<file path="config.mk">
export PLATFORM = sky130hd
export DESIGN_NAME = dirty_entry_writeback_queue_unit
export DESIGN_NICKNAME = d
export VERILOG_FILES = /design/src/dewq_pkg.sv /design/src/dirty_entry_writeback_queue_unit.sv /design/src/dewq_mem.sv
export SDC_FILE = /design/constraint.sdc
export NUM_CORES = 2
export LEC_CHECK = 0
export BUFFER_PORTS_ARGS = -buffer_cell sky130_fd_sc_hd__buf_4
export CORE_ASPECT_RATIO = 1.25
export CORE_MARGIN = 3
export CORE_UTILIZATION = 61
export DETAILED_ROUTE_END_ITERATION = 12
export PLACE_DENSITY = 0.76
export SLEW_MARGIN = 20
export SYNTH_ARGS = -nofsm -noshare
export SYNTH_HDL_FRONTEND = slang
export SYNTH_SLANG_ARGS = --single-unit
</file>
<file path="constraint.sdc">
create_clock -name i_clk -period 6.8 [get_ports i_clk]
set_input_delay 1.02 -clock i_clk [delete_from_list [all_inputs] [get_ports i_clk]]
set_output_delay 1.02 -clock i_clk [all_outputs]
set_load 0.01 [all_outputs]
</file>
<file path="src/dewq_pkg.sv">
package dewq_pkg;

    localparam int POS_W   = 8;
    localparam int STAMP_W = 32;
    localparam int CNT_W   = 7;

    localparam logic OP_MARK  = 1'b0;
    localparam logic OP_FLUSH = 1'b1;

    typedef struct packed {
        logic [POS_W-1:0]   position;
        logic [STAMP_W-1:0] stamp;
    } t_entry;

    typedef enum logic [2:0] {
        S_IDLE,
        S_SCAN,
        S_MARK_WR,
        S_EMIT,
        S_SHIFT
    } t_state;

    typedef enum logic [1:0] {
        RES_ENTRY,
        RES_REFUSE,
        RES_EMPTY
    } t_res_kind;

endpackage

</file>
<file path="src/dirty_entry_writeback_queue_unit.sv">
// Oldest-first dirty write-back queue. Holds up to TABLE_ENTRIES (position, stamp) entries in
// insertion order in one simple dual-port memory (one write, one registered read port). A mark
// request scans every held entry for its position: a hit rewrites that entry's stamp, a miss
// appends at the tail, and a full table returns one result with refused set. A flush request
// removes min(flush_count, fill) entries (all of them with flush_all), each time the smallest
// stamp, earliest inserted on ties; the tail is then shifted down one slot. A flush on an empty
// table returns one result with valid_res low; a zero count on a non-empty table returns
// nothing. With C entries held, a mark scans the C entries (the scan reads one entry per
// cycle from the memory's single read port) and then writes the entry or refuses it. A flush,
// per removed entry, scans for the smallest stamp, loads the output register once the receiver
// is not stalling it, and then shifts the tail above the removed slot down by one slot.
// One request is worked at a time; o_stall is high until its memory traffic is done, while
// its last result may still sit in the output register. The memory needs no init: only slots
// below the fill are read.
module dirty_entry_writeback_queue_unit #(
    parameter int TABLE_ENTRIES = 64
) (
    input  logic                         i_clk,
    input  logic                         i_rst_n,
    // request side
    input  logic                         i_valid,
    output logic                         o_stall,
    input  logic                         i_op,
    input  logic [dewq_pkg::POS_W-1:0]   i_position,
    input  logic [dewq_pkg::STAMP_W-1:0] i_stamp,
    input  logic [dewq_pkg::CNT_W-1:0]   i_flush_count,
    input  logic                         i_flush_all,
    // result side
    output logic                         o_valid,
    input  logic                         i_stall,
    output logic [dewq_pkg::POS_W-1:0]   o_out_position,
    output logic [dewq_pkg::STAMP_W-1:0] o_out_stamp,
    output logic                         o_valid_res,
    output logic                         o_last,
    output logic                         o_refused
);

    localparam int IW = $clog2(TABLE_ENTRIES);      // slot index
    localparam int CW = $clog2(TABLE_ENTRIES + 1);  // fill count, 0..TABLE_ENTRIES

    // control
    dewq_pkg::t_state    r_state, n_state;
    logic [CW-1:0]       r_count, n_count;
    logic [CW-1:0]       r_left, n_left;        // removals still owed by this flush
    logic [CW-1:0]       r_issue, n_issue;      // next read address
    logic                r_rv, n_rv;            // read data returns this cycle
    logic                r_ovalid, n_ovalid;

    // request and scan datapath
    logic                        r_is_flush, n_is_flush;
    logic [dewq_pkg::POS_W-1:0]  r_pos, n_pos;
    logic [dewq_pkg::STAMP_W-1:0] r_stamp, n_stamp;
    logic [IW-1:0]               r_ridx, n_ridx;       // slot of returning data
    logic                        r_hit, n_hit;
    logic [IW-1:0]               r_hit_idx, n_hit_idx;
    dewq_pkg::t_entry            r_best, n_best;
    logic [IW-1:0]               r_best_idx, n_best_idx;
    dewq_pkg::t_res_kind         r_kind, n_kind;

    // output register
    logic [dewq_pkg::POS_W-1:0]   r_opos, n_opos;
    logic [dewq_pkg::STAMP_W-1:0] r_ostamp, n_ostamp;
    logic                         r_ovres, n_ovres;
    logic                         r_olast, n_olast;
    logic                         r_oref, n_oref;

    // memory ports
    logic                mem_we, mem_re;
    logic [IW-1:0]       mem_waddr, mem_raddr;
    dewq_pkg::t_entry    mem_wdata, mem_rdata;

    logic                in_acc, out_free, issue_go, scan_last, shift_done;
    logic                match, better;
    logic [CW-1:0]       n_take;

    dewq_mem #(
        .DEPTH (TABLE_ENTRIES)
    ) u_mem (
        .i_clk   (i_clk),
        .i_we    (mem_we),
        .i_waddr (mem_waddr),
        .i_wdata (mem_wdata),
        .i_re    (mem_re),
        .i_raddr (mem_raddr),
        .o_rdata (mem_rdata)
    );

    assign o_stall   = (r_state != dewq_pkg::S_IDLE);
    assign in_acc    = i_valid && !o_stall;
    assign out_free  = !r_ovalid || !i_stall;
    assign issue_go  = (r_issue < r_count);
    // last entry of a scan comes back from memory this cycle
    assign scan_last = r_rv && (CW'(r_ridx) == (r_count - CW'(1)));
    assign shift_done = !issue_go && !r_rv;

    assign match  = r_rv && (mem_rdata.position == r_pos);
    // strict less-than keeps the earliest slot on equal stamps
    assign better = r_rv && ((r_ridx == '0) || (mem_rdata.stamp < r_best.stamp));

    // removals for a flush, saturated at the fill
    always_comb begin
        if (i_flush_all) begin
            n_take = r_count;
        end else if (i_flush_count < dewq_pkg::CNT_W'(r_count)) begin
            n_take = CW'(i_flush_count);
        end else begin
            n_take = r_count;
        end
    end

    // next state
    always_comb begin
        n_state = r_state;
        unique case (r_state)
            dewq_pkg::S_IDLE: begin
                if (in_acc) begin
                    if (i_op == dewq_pkg::OP_MARK) begin
                        n_state = (r_count == '0) ? dewq_pkg::S_MARK_WR : dewq_pkg::S_SCAN;
                    end else if (r_count == '0) begin
                        n_state = dewq_pkg::S_EMIT;
                    end else if (n_take != '0) begin
                        n_state = dewq_pkg::S_SCAN;
                    end
                end
            end
            dewq_pkg::S_SCAN: begin
                if (scan_last) begin
                    n_state = r_is_flush ? dewq_pkg::S_EMIT : dewq_pkg::S_MARK_WR;
                end
            end
            dewq_pkg::S_MARK_WR: begin
                if (r_hit || (r_count < CW'(TABLE_ENTRIES))) begin
                    n_state = dewq_pkg::S_IDLE;
                end else begin
                    n_state = dewq_pkg::S_EMIT;
                end
            end
            dewq_pkg::S_EMIT: begin
                if (out_free) begin
                    n_state = (r_kind == dewq_pkg::RES_ENTRY) ? dewq_pkg::S_SHIFT
                                                              : dewq_pkg::S_IDLE;
                end
            end
            dewq_pkg::S_SHIFT: begin
                if (shift_done) begin
                    n_state = (r_left == CW'(1)) ? dewq_pkg::S_IDLE : dewq_pkg::S_SCAN;
                end
            end
            default: n_state = dewq_pkg::S_IDLE;
        endcase
    end

    // datapath, memory control and output register
    always_comb begin
        n_count    = r_count;
        n_left     = r_left;
        n_issue    = r_issue;
        n_rv       = 1'b0;
        n_is_flush = r_is_flush;
        n_pos      = r_pos;
        n_stamp    = r_stamp;
        n_ridx     = r_ridx;
        n_hit      = r_hit;
        n_hit_idx  = r_hit_idx;
        n_best     = r_best;
        n_best_idx = r_best_idx;
        n_kind     = r_kind;
        n_ovalid   = r_ovalid && i_stall;
        n_opos     = r_opos;
        n_ostamp   = r_ostamp;
        n_ovres    = r_ovres;
        n_olast    = r_olast;
        n_oref     = r_oref;
        mem_we     = 1'b0;
        mem_waddr  = '0;
        mem_wdata  = '0;
        mem_re     = 1'b0;
        mem_raddr  = r_issue[IW-1:0];

        unique case (r_state)
            dewq_pkg::S_IDLE: begin
                if (in_acc) begin
                    n_is_flush = (i_op == dewq_pkg::OP_FLUSH);
                    n_pos      = i_position;
                    n_stamp    = i_stamp;
                    n_left     = n_take;
                    n_issue    = '0;
                    n_hit      = 1'b0;
                    n_kind     = ((i_op == dewq_pkg::OP_FLUSH) && (r_count == '0))
                               ? dewq_pkg::RES_EMPTY : dewq_pkg::RES_ENTRY;
                end
            end
            dewq_pkg::S_SCAN: begin
                mem_re = issue_go;
                n_rv   = issue_go;
                n_ridx = r_issue[IW-1:0];
                if (issue_go) begin
                    n_issue = r_issue + CW'(1);
                end
                if (!r_is_flush && match && !r_hit) begin
                    n_hit     = 1'b1;
                    n_hit_idx = r_ridx;
                end
                if (r_is_flush && better) begin
                    n_best     = mem_rdata;
                    n_best_idx = r_ridx;
                end
            end
            dewq_pkg::S_MARK_WR: begin
                mem_wdata.position = r_pos;
                mem_wdata.stamp    = r_stamp;
                if (r_hit) begin
                    mem_we    = 1'b1;
                    mem_waddr = r_hit_idx;
                end else if (r_count < CW'(TABLE_ENTRIES)) begin
                    mem_we    = 1'b1;
                    mem_waddr = r_count[IW-1:0];
                    n_count   = r_count + CW'(1);
                end else begin
                    n_kind = dewq_pkg::RES_REFUSE;
                end
            end
            dewq_pkg::S_EMIT: begin
                if (out_free) begin
                    n_ovalid = 1'b1;
                    unique case (r_kind)
                        dewq_pkg::RES_ENTRY: begin
                            n_opos   = r_best.position;
                            n_ostamp = r_best.stamp;
                            n_ovres  = 1'b1;
                            n_olast  = (r_left == CW'(1));
                            n_oref   = 1'b0;
                        end
                        dewq_pkg::RES_REFUSE: begin
                            n_opos   = r_pos;
                            n_ostamp = r_stamp;
                            n_ovres  = 1'b0;
                            n_olast  = 1'b1;
                            n_oref   = 1'b1;
                        end
                        dewq_pkg::RES_EMPTY: begin
                            n_opos   = '0;
                            n_ostamp = '0;
                            n_ovres  = 1'b0;
                            n_olast  = 1'b1;
                            n_oref   = 1'b0;
                        end
                        default: begin
                            n_opos   = '0;
                            n_ostamp = '0;
                            n_ovres  = 1'b0;
                            n_olast  = 1'b1;
                            n_oref   = 1'b0;
                        end
                    endcase
                    // tail shift starts at the slot after the removed one
                    n_issue = CW'(r_best_idx) + CW'(1);
                end
            end
            dewq_pkg::S_SHIFT: begin
                // read slot i+1, write it to slot i in the next cycle
                mem_re = issue_go;
                n_rv   = issue_go;
                n_ridx = r_issue[IW-1:0];
                if (issue_go) begin
                    n_issue = r_issue + CW'(1);
                end
                if (r_rv) begin
                    mem_we    = 1'b1;
                    mem_waddr = r_ridx - IW'(1);
                    mem_wdata = mem_rdata;
                end
                if (shift_done) begin
                    n_count = r_count - CW'(1);
                    n_left  = r_left - CW'(1);
                    n_issue = '0;
                end
            end
            default: begin
                n_rv = 1'b0;
            end
        endcase
    end

    always_ff @(posedge i_clk) begin
        if (!i_rst_n) begin
            r_state  <= dewq_pkg::S_IDLE;
            r_count  <= '0;
            r_left   <= '0;
            r_issue  <= '0;
            r_rv     <= 1'b0;
            r_ovalid <= 1'b0;
            r_hit    <= 1'b0;
            r_kind   <= dewq_pkg::RES_ENTRY;
        end else begin
            r_state  <= n_state;
            r_count  <= n_count;
            r_left   <= n_left;
            r_issue  <= n_issue;
            r_rv     <= n_rv;
            r_ovalid <= n_ovalid;
            r_hit    <= n_hit;
            r_kind   <= n_kind;
        end
    end

    always_ff @(posedge i_clk) begin
        r_is_flush <= n_is_flush;
        r_pos      <= n_pos;
        r_stamp    <= n_stamp;
        r_ridx     <= n_ridx;
        r_hit_idx  <= n_hit_idx;
        r_best     <= n_best;
        r_best_idx <= n_best_idx;
        r_opos     <= n_opos;
        r_ostamp   <= n_ostamp;
        r_ovres    <= n_ovres;
        r_olast    <= n_olast;
        r_oref     <= n_oref;
    end

    assign o_valid        = r_ovalid;
    assign o_out_position = r_opos;
    assign o_out_stamp    = r_ostamp;
    assign o_valid_res    = r_ovres;
    assign o_last         = r_olast;
    assign o_refused      = r_oref;

    // fill never exceeds the table
    a_count_bound: assert property (@(posedge i_clk) disable iff (!i_rst_n)
        r_count <= CW'(TABLE_ENTRIES))
        else $error("fill count above table size");

    // a scan is only started on a non-empty table
    a_scan_nonempty: assert property (@(posedge i_clk) disable iff (!i_rst_n)
        (r_state == dewq_pkg::S_SCAN) |-> (r_count != '0))
        else $error("scan on empty table");

    // a refusal is a single, final, non-entry result
    a_refuse_form: assert property (@(posedge i_clk) disable iff (!i_rst_n)
        (o_valid && o_refused) |-> (o_last && !o_valid_res))
        else $error("malformed refusal result");

    // tail shift writes only below the last held slot
    a_shift_addr: assert property (@(posedge i_clk) disable iff (!i_rst_n)
        ((r_state == dewq_pkg::S_SHIFT) && mem_we) |-> (CW'(mem_waddr) < (r_count - CW'(1))))
        else $error("shift write beyond fill");

endmodule

</file>
<file path="src/dewq_mem.sv">
module dewq_mem #(
    parameter int DEPTH = 64
) (
    input  logic                      i_clk,
    input  logic                      i_we,
    input  logic [$clog2(DEPTH)-1:0]  i_waddr,
    input  dewq_pkg::t_entry          i_wdata,
    input  logic                      i_re,
    input  logic [$clog2(DEPTH)-1:0]  i_raddr,
    output dewq_pkg::t_entry          o_rdata
);

    dewq_pkg::t_entry r_mem [DEPTH];
    dewq_pkg::t_entry r_rdata;

    always_ff @(posedge i_clk) begin
        if (i_we) begin
            r_mem[i_waddr] <= i_wdata;
        end
    end

    // registered read port
    always_ff @(posedge i_clk) begin
        if (i_re) begin
            r_rdata <= r_mem[i_raddr];
        end
    end

    assign o_rdata = r_rdata;

endmodule

</file>
# Word level (Yosys, flattened, before mapping)
# Memory sizes are Yosys's and may differ from the RTL's. A register that Yosys moved wholly into a read port is not among the register bits.
# Index checks and enable logic that the tools add are counted.
dict set report op_classes {
  reduce_logical 42
  muxes 54
  n_lt_le_gt_ge 4
  add_sub_neg 6
  n_eq_ne 17
}
# op n
set op_table {}
lappend op_table {{$pmux 40 s2} 1}
lappend op_table {{$mux 7} 11}
lappend op_table {{$pmux 32 s2} 1}
lappend op_table {{$mux 40} 1}
lappend op_table {{$lt 32x32->1} 1}
lappend op_table {{$pmux 7 s2} 2}
lappend op_table {{$pmux 7 s4} 1}
lappend op_table {{$mux 3} 8}
lappend op_table {{$mux 6} 3}
lappend op_table {{$ne 2x2->1 const B} 8}
lappend op_table {{$pmux 8 s2} 1}
lappend op_table {{$pmux 3 s5} 1}
lappend op_table {{$add 7x1->7 const B} 2}
lappend op_table {{$lt 7x7->1} 2}
lappend op_table {{$mux 1} 14}
lappend op_table {{$sub 7x1->7 const B} 2}
lappend op_table {{$mux 2} 6}
lappend op_table {{$pmux 6 s2} 1}
lappend op_table {{$logic_and 1x1->1} 10}
lappend op_table {{$reduce_and 3->1} 3}
lappend op_table {{$eq 8x8->1} 1}
lappend op_table {{$reduce_and 2->1} 4}
lappend op_table {{$reduce_and 4->1} 2}
lappend op_table {{$reduce_bool 2->1} 4}
lappend op_table {{other kinds (23)} 33}
dict set report totals {
  regBits 171
  ram_bits 2560
  n_memories 1
  elab_cells 145
}
# memory depth width read_ports rd_ports_with_merged_regs wr line_no
set mem_list {}
lappend mem_list {u_mem.r_mem 64 40 1 1 1 dewq_mem.sv:13} ;# dewq_pkg::t_entry r_mem [DEPTH];

# Longest topological paths before layout
dict set report logic_depth {
  ltp_word 9
  ltp_mapped 10
  ltp_nobuf 8
}

# By module
# Synthesis repeated with hierarchy kept, for this count alone.
dict set report unflattened {
  hier_cells 4947
  hier_area_um2 106938.8
}
# module seq_area_each_um2 cells_each n_inst area_per_inst_um2
set by_module_without_submodules {}
lappend by_module_without_submodules {dewq_mem 78074.9 4195 1 98231.7}
lappend by_module_without_submodules {dirty_entry_writeback_queue_unit 4844.6 752 1 8707.1}

# Worst setup path before layout
# Ideal clock, no wire load.
dict set report synth_timing {
  path_type {reg2reg}
  from {register, netlist name u_mem.o_rdata[9]}
  to {register r_best[0] in the netlist's numbering (enable)}
  slack_ps 1131
  arrival_ps 5136
  required_time_ps 6267
  setup_ps 533
  path_stages_with_launch 8
  period_less_slack_ps 5669
  cell_sequence {edfxtp_1 > ha_1 > a21oi_1 > nor2_1 > a2111oi_0 > o21ai_0 > a221o_1 > a311oi_1}
}
dict set report synth_via {
  elab_chain_cells 5
}
# element line_no
set synth_lines {}
lappend synth_lines {{$lt 32x32->1} dirty_entry_writeback_queue_unit.sv:98} ;# assign better = r_rv && ((r_ridx == '0) || (mem_rdata.stamp < r_best.stamp));
lappend synth_lines {{$logic_or 1x1->1} dirty_entry_writeback_queue_unit.sv:98}
lappend synth_lines {{$logic_and 1x1->1} dirty_entry_writeback_queue_unit.sv:98}
lappend synth_lines {{$logic_and 1x1->1} dirty_entry_writeback_queue_unit.sv:204} ;# if (r_is_flush && better) begin
lappend synth_lines {{$reduce_and 2->1 (no line)} -}
lappend synth_lines {{to (signal assigned)} dirty_entry_writeback_queue_unit.sv:313} ;# r_best <= n_best;
lappend synth_lines {{to (decl)} dirty_entry_writeback_queue_unit.sv:56} ;# dewq_pkg::t_entry r_best, n_best;
# Every way passes these cells.
# A chain may end at the register's enable or synchronous reset.

# Worst setup path after layout
dict set report layout_timing {
  from {register r_state[1]}
  to {memory u_mem.r_mem[20][23] in the netlist's numbering (enable)}
}
dict set report layout_via {
  elab_chain_cells 4
  word_cells_on_any_way 6
}
# element line_no
set layout_lines {}
lappend layout_lines {{from (decl)} dirty_entry_writeback_queue_unit.sv:42} ;# dewq_pkg::t_state r_state, n_state;
lappend layout_lines {{from (signal assigned)} dirty_entry_writeback_queue_unit.sv:287} ;# r_state <= dewq_pkg::S_IDLE;
lappend layout_lines {{from (signal assigned)} dirty_entry_writeback_queue_unit.sv:296} ;# r_state <= n_state;
lappend layout_lines {{$eq 3x3->1 or $eq 3x2->1 (tied branches)} dirty_entry_writeback_queue_unit.sv:180} ;# unique case (r_state)
lappend layout_lines {{$pmux 1 s2} dirty_entry_writeback_queue_unit.sv:180}
lappend layout_lines {{$mux 1} dewq_mem.sv:17} ;# if (i_we) begin
lappend layout_lines {{$mux 1 (implied by the code)} dewq_mem.sv:18} ;# r_mem[i_waddr] <= i_wdata;
lappend layout_lines {{to (decl)} dewq_mem.sv:13}
# Parallel ways exist; a longest one is shown, timed or not.

==> reports/metrics.yaml <==
dp_hpwl_mm: 187
synth_edf_count: 2742
synthArstFlopShare_pct: 0
drt-total-wl_mm: 312
cp.arrival_ps: 5480
die_width_um: 381
grt_max_degree: 94
grt_antenna_before_repair: 25
fin_nets: 5169
cts_resized: 0
holdCritStartpoint: "i_stamp[3]"
cts_made_buffers: 239
htree_num_levels: 4
drtIter0Drc: 9744
status: "complete, no violations"
p_total_mw: 39.1
cts_num_sinks: 2771
fillers: 10080
synth_most_common_cell: "edfxtp_1"
core_um2: 174000
synth_seq_area_share_pct: 77.2
synth_cell_types: 73
drive_gt1_share_pct: 28.7
setup_viol: 0
cts_root_buf: "clkbuf_16"
max-cap-violations: 0
r2r-end: "u_mem.r_mem[20][23]$_DFFE_PP_"
power.leakage_nw: 37.4
slew_headroom_pct: 8.77
rrSetupSlack_ps: 1890
worstPathMaxFanout: 43
via_per_inst: 7.26
min_delay_path_depth: 1
pin_count: 98
area_growth_pct: 11.9
hold_end: "r_stamp[3]$_DFFE_PP_"
avgRoutedWirePerCell_um: 40.8
finalHoldViolCount: 0
post-synth-top-area-cell: "edfxtp_1"
period_share_pct: 72.2
critPathKind: "reg2reg"
cts_buffer_depth: 3
synth.avg_cell_area_um2: 22.3
synth_top_cell_area_share_pct: 76.7
r2r_start: "r_state[1]$_SDFFE_PN0P_"
ys_warn_count: 0
holdBufCountCts: 0
slew_viol_final: 0
die_area_um2: 181000
io_buffers: 97
tritoncts: "built"
startpoint_type: "flip-flop"
ant_nets: 0
synth_nets: 4918
grt.total_usage_pct: 35.0
drcViolationCount: 0
power_frac_comb_pct: 11.9
syn_area_um2: 107000
grt_pass1_vias: 53718
place_area_um2: 112000
postCtsSetupBuffers: 0
clock_skew_ps: 52.9
clk_latency_ps: 920
fin_area_um2: 120000
fmax_mhz: 204
syn-instance-count: 4815
p_clk_share_pct: 35.6
gr-total-overflow: 0
num_vias: 55389
start_util_pct: 61.6
seqPwrFrac_pct: 52.5
vdd_drop_max_mv: 0.250
die_h_um: 475
power.net_switching_mw: 10.1
tns_ps: 0
p_sw_share_pct: 25.8
core.rowCount: 171
synthTopCellsByCount: "edfxtp_1, mux4_2, nor2_1"
internal_power_mw: 29.0
grt_pass1_wl_mm: 433
cp-end-kind: "flip-flop"
rr_worst_depth: 9
clkTransAtPathRegs_ps: 60
synthFlopType: "edfxtp_1"
final.min_clock_period_ps: 4910
drtPass1Iterations: 7
worst_slew_pin_slew_ps: 1350
worstPathRequired_ps: 7370
ys_ff_latch: 2771
hold_class: "in2reg"
rsz0062_at_grt: "false"
routabilityCongestion: 1.07
synth_area_leaders: "edfxtp_1, mux4_2, nor2_1, mux2i_1, ha_1"
power.density_nw_per_um2: 325
cell families after synthesis:
kind of cell             share of synthesized area [%]
flip-flops                                        77.2
buffers and inverters                             1.32
adder cells (fa/ha/maj)                          0.583
XOR/XNOR                                         0.220
AND/OR/NAND/NOR                                   2.03
multiplexers                                      16.5
AO/OA/AOI/OAI                                     2.15
per-stage QoR:
stage / hold WS, ps / setup WS, ps / instances / utilization [%]
after floorplan: 429 / 1130 / 4815 / -
after global routing: 240 / 1790 / 7611 / 68.9
after global placement: 458 / 2090 / 7154 / 64.2
after detailed placement: 470 / 1990 / 7157 / 64.3
after CTS: 239 / 1940 / 7607 / 68.9
final: 275 / 1890 / 7626 / 68.9
cells in the final DEF, fill, tap and decap left out, types with 22 or more instances in the layout:
| cell type | netlist | routed |
|---|---|---|
| nor3_1 | 29 | 29 |
| o22ai_1 | 30 | 30 |
| a22o_4 | 0 | 25 |
| a22oi_1 | 27 | 27 |
| o21ai_0 | 46 | 46 |
| clkinv_2 | 0 | 46 |
| nor2_1 | 218 | 152 |
| a31oi_1 | 22 | 22 |
| clkinv_1 | 0 | 50 |
| bufinv_16 | 0 | 29 |
| edfxtp_1 | 2742 | 2742 |
| a21oi_1 | 46 | 45 |
| ha_1 | 50 | 50 |
| nand2_1 | 136 | 136 |
| clkbuf_16 | 0 | 240 |
| clkbuf_1 | 112 | 34 |
| buf_4 | 33 | 245 |
| nand3_1 | 28 | 24 |
| mux4_2 | 744 | 744 |
| mux2i_1 | 74 | 74 |
| nor2_4 | 0 | 66 |
| inv_1 | 51 | 49 |
| a211oi_1 | 23 | 22 |
state kept, by name, summed over array words and instances, names as in the netlist, 2 cells and up:
signal and cells:
u_mem.o_rdata 40, r_issue 7, r_count 7, o_out_position 8
r_best_idx 6, r_ridx 6, r_best 40, r_hit_idx 6
r_left 7, r_state 3, r_pos 8, r_kind 2
u_mem.r_mem 2560, o_out_stamp 32, r_stamp 32
critical path, cell delays in order (launching register included):
cell	delay (ps)
dfxtp_1	650
nor3b_4	300
buf_4	600
a32oi_1	220
o21ai_1	180
buf_4	180
nor2b_1	470
nand2b_1	600
nor2_4	950
buf_4	380
how the worst max path moves through the flow:
stage / startpoint / to / slack, ps / cells after the start
final: r_state[1]$_SDFFE_PN0P_ / u_mem.r_mem[20][23]$_DFFE_PP_ / 1890 / 9
after detailed placement: r_state[1]$_SDFFE_PN0P_ / u_mem.r_mem[16][1]$_DFFE_PP_ / 1990 / 9
after global placement: r_state[1]$_SDFFE_PN0P_ / u_mem.r_mem[16][5]$_DFFE_PP_ / 2090 / 9
after floorplan: u_mem.o_rdata[9]$_DFFE_PP_ / r_best[0]$_DFFE_PP_ / 1130 / 7
after CTS: r_state[1]$_SDFFE_PN0P_ / u_mem.r_mem[16][18]$_DFFE_PP_ / 1940 / 9
after global routing: r_state[1]$_SDFFE_PN0P_ / u_mem.r_mem[47][33]$_DFFE_PP_ / 1790 / 9
layer usage:
layer	wire, um	GRT usage (%)
met2	143000	51.6
met5	45	0
met3	44200	10.9
met1	102000	46.8
met4	22500	20.4
power by group through the flow:
stage               clock, mW  sequential [mW]  combinational [mW]
floorplan                   0             20.7                2.29
global placement            0             20.8                4.37
detailed placement          0             20.8                4.48
CTS                      14.0             20.5                4.51
global route             14.6             20.5                4.75
finish                   13.9             20.5                4.65
cell type report:
| type | count | area [um2] | share of cell area (%) |
|---|---|---|---|
| sequential | 2771 | 82900 | 69.0 |
| timing repair buffer | 266 | 2290 | 1.90 |
| clock buffer | 274 | 6130 | 5.10 |
| clock inverter | 176 | 1850 | 1.54 |
| antenna | 16 | 40.0 | 0.0333 |
| inverter | 53 | 206 | 0.172 |
| tap | 2335 | 2920 | 2.43 |
| multi-input combinational | 1735 | 23800 | 19.8 |
(Power assumes the default switching activity.)
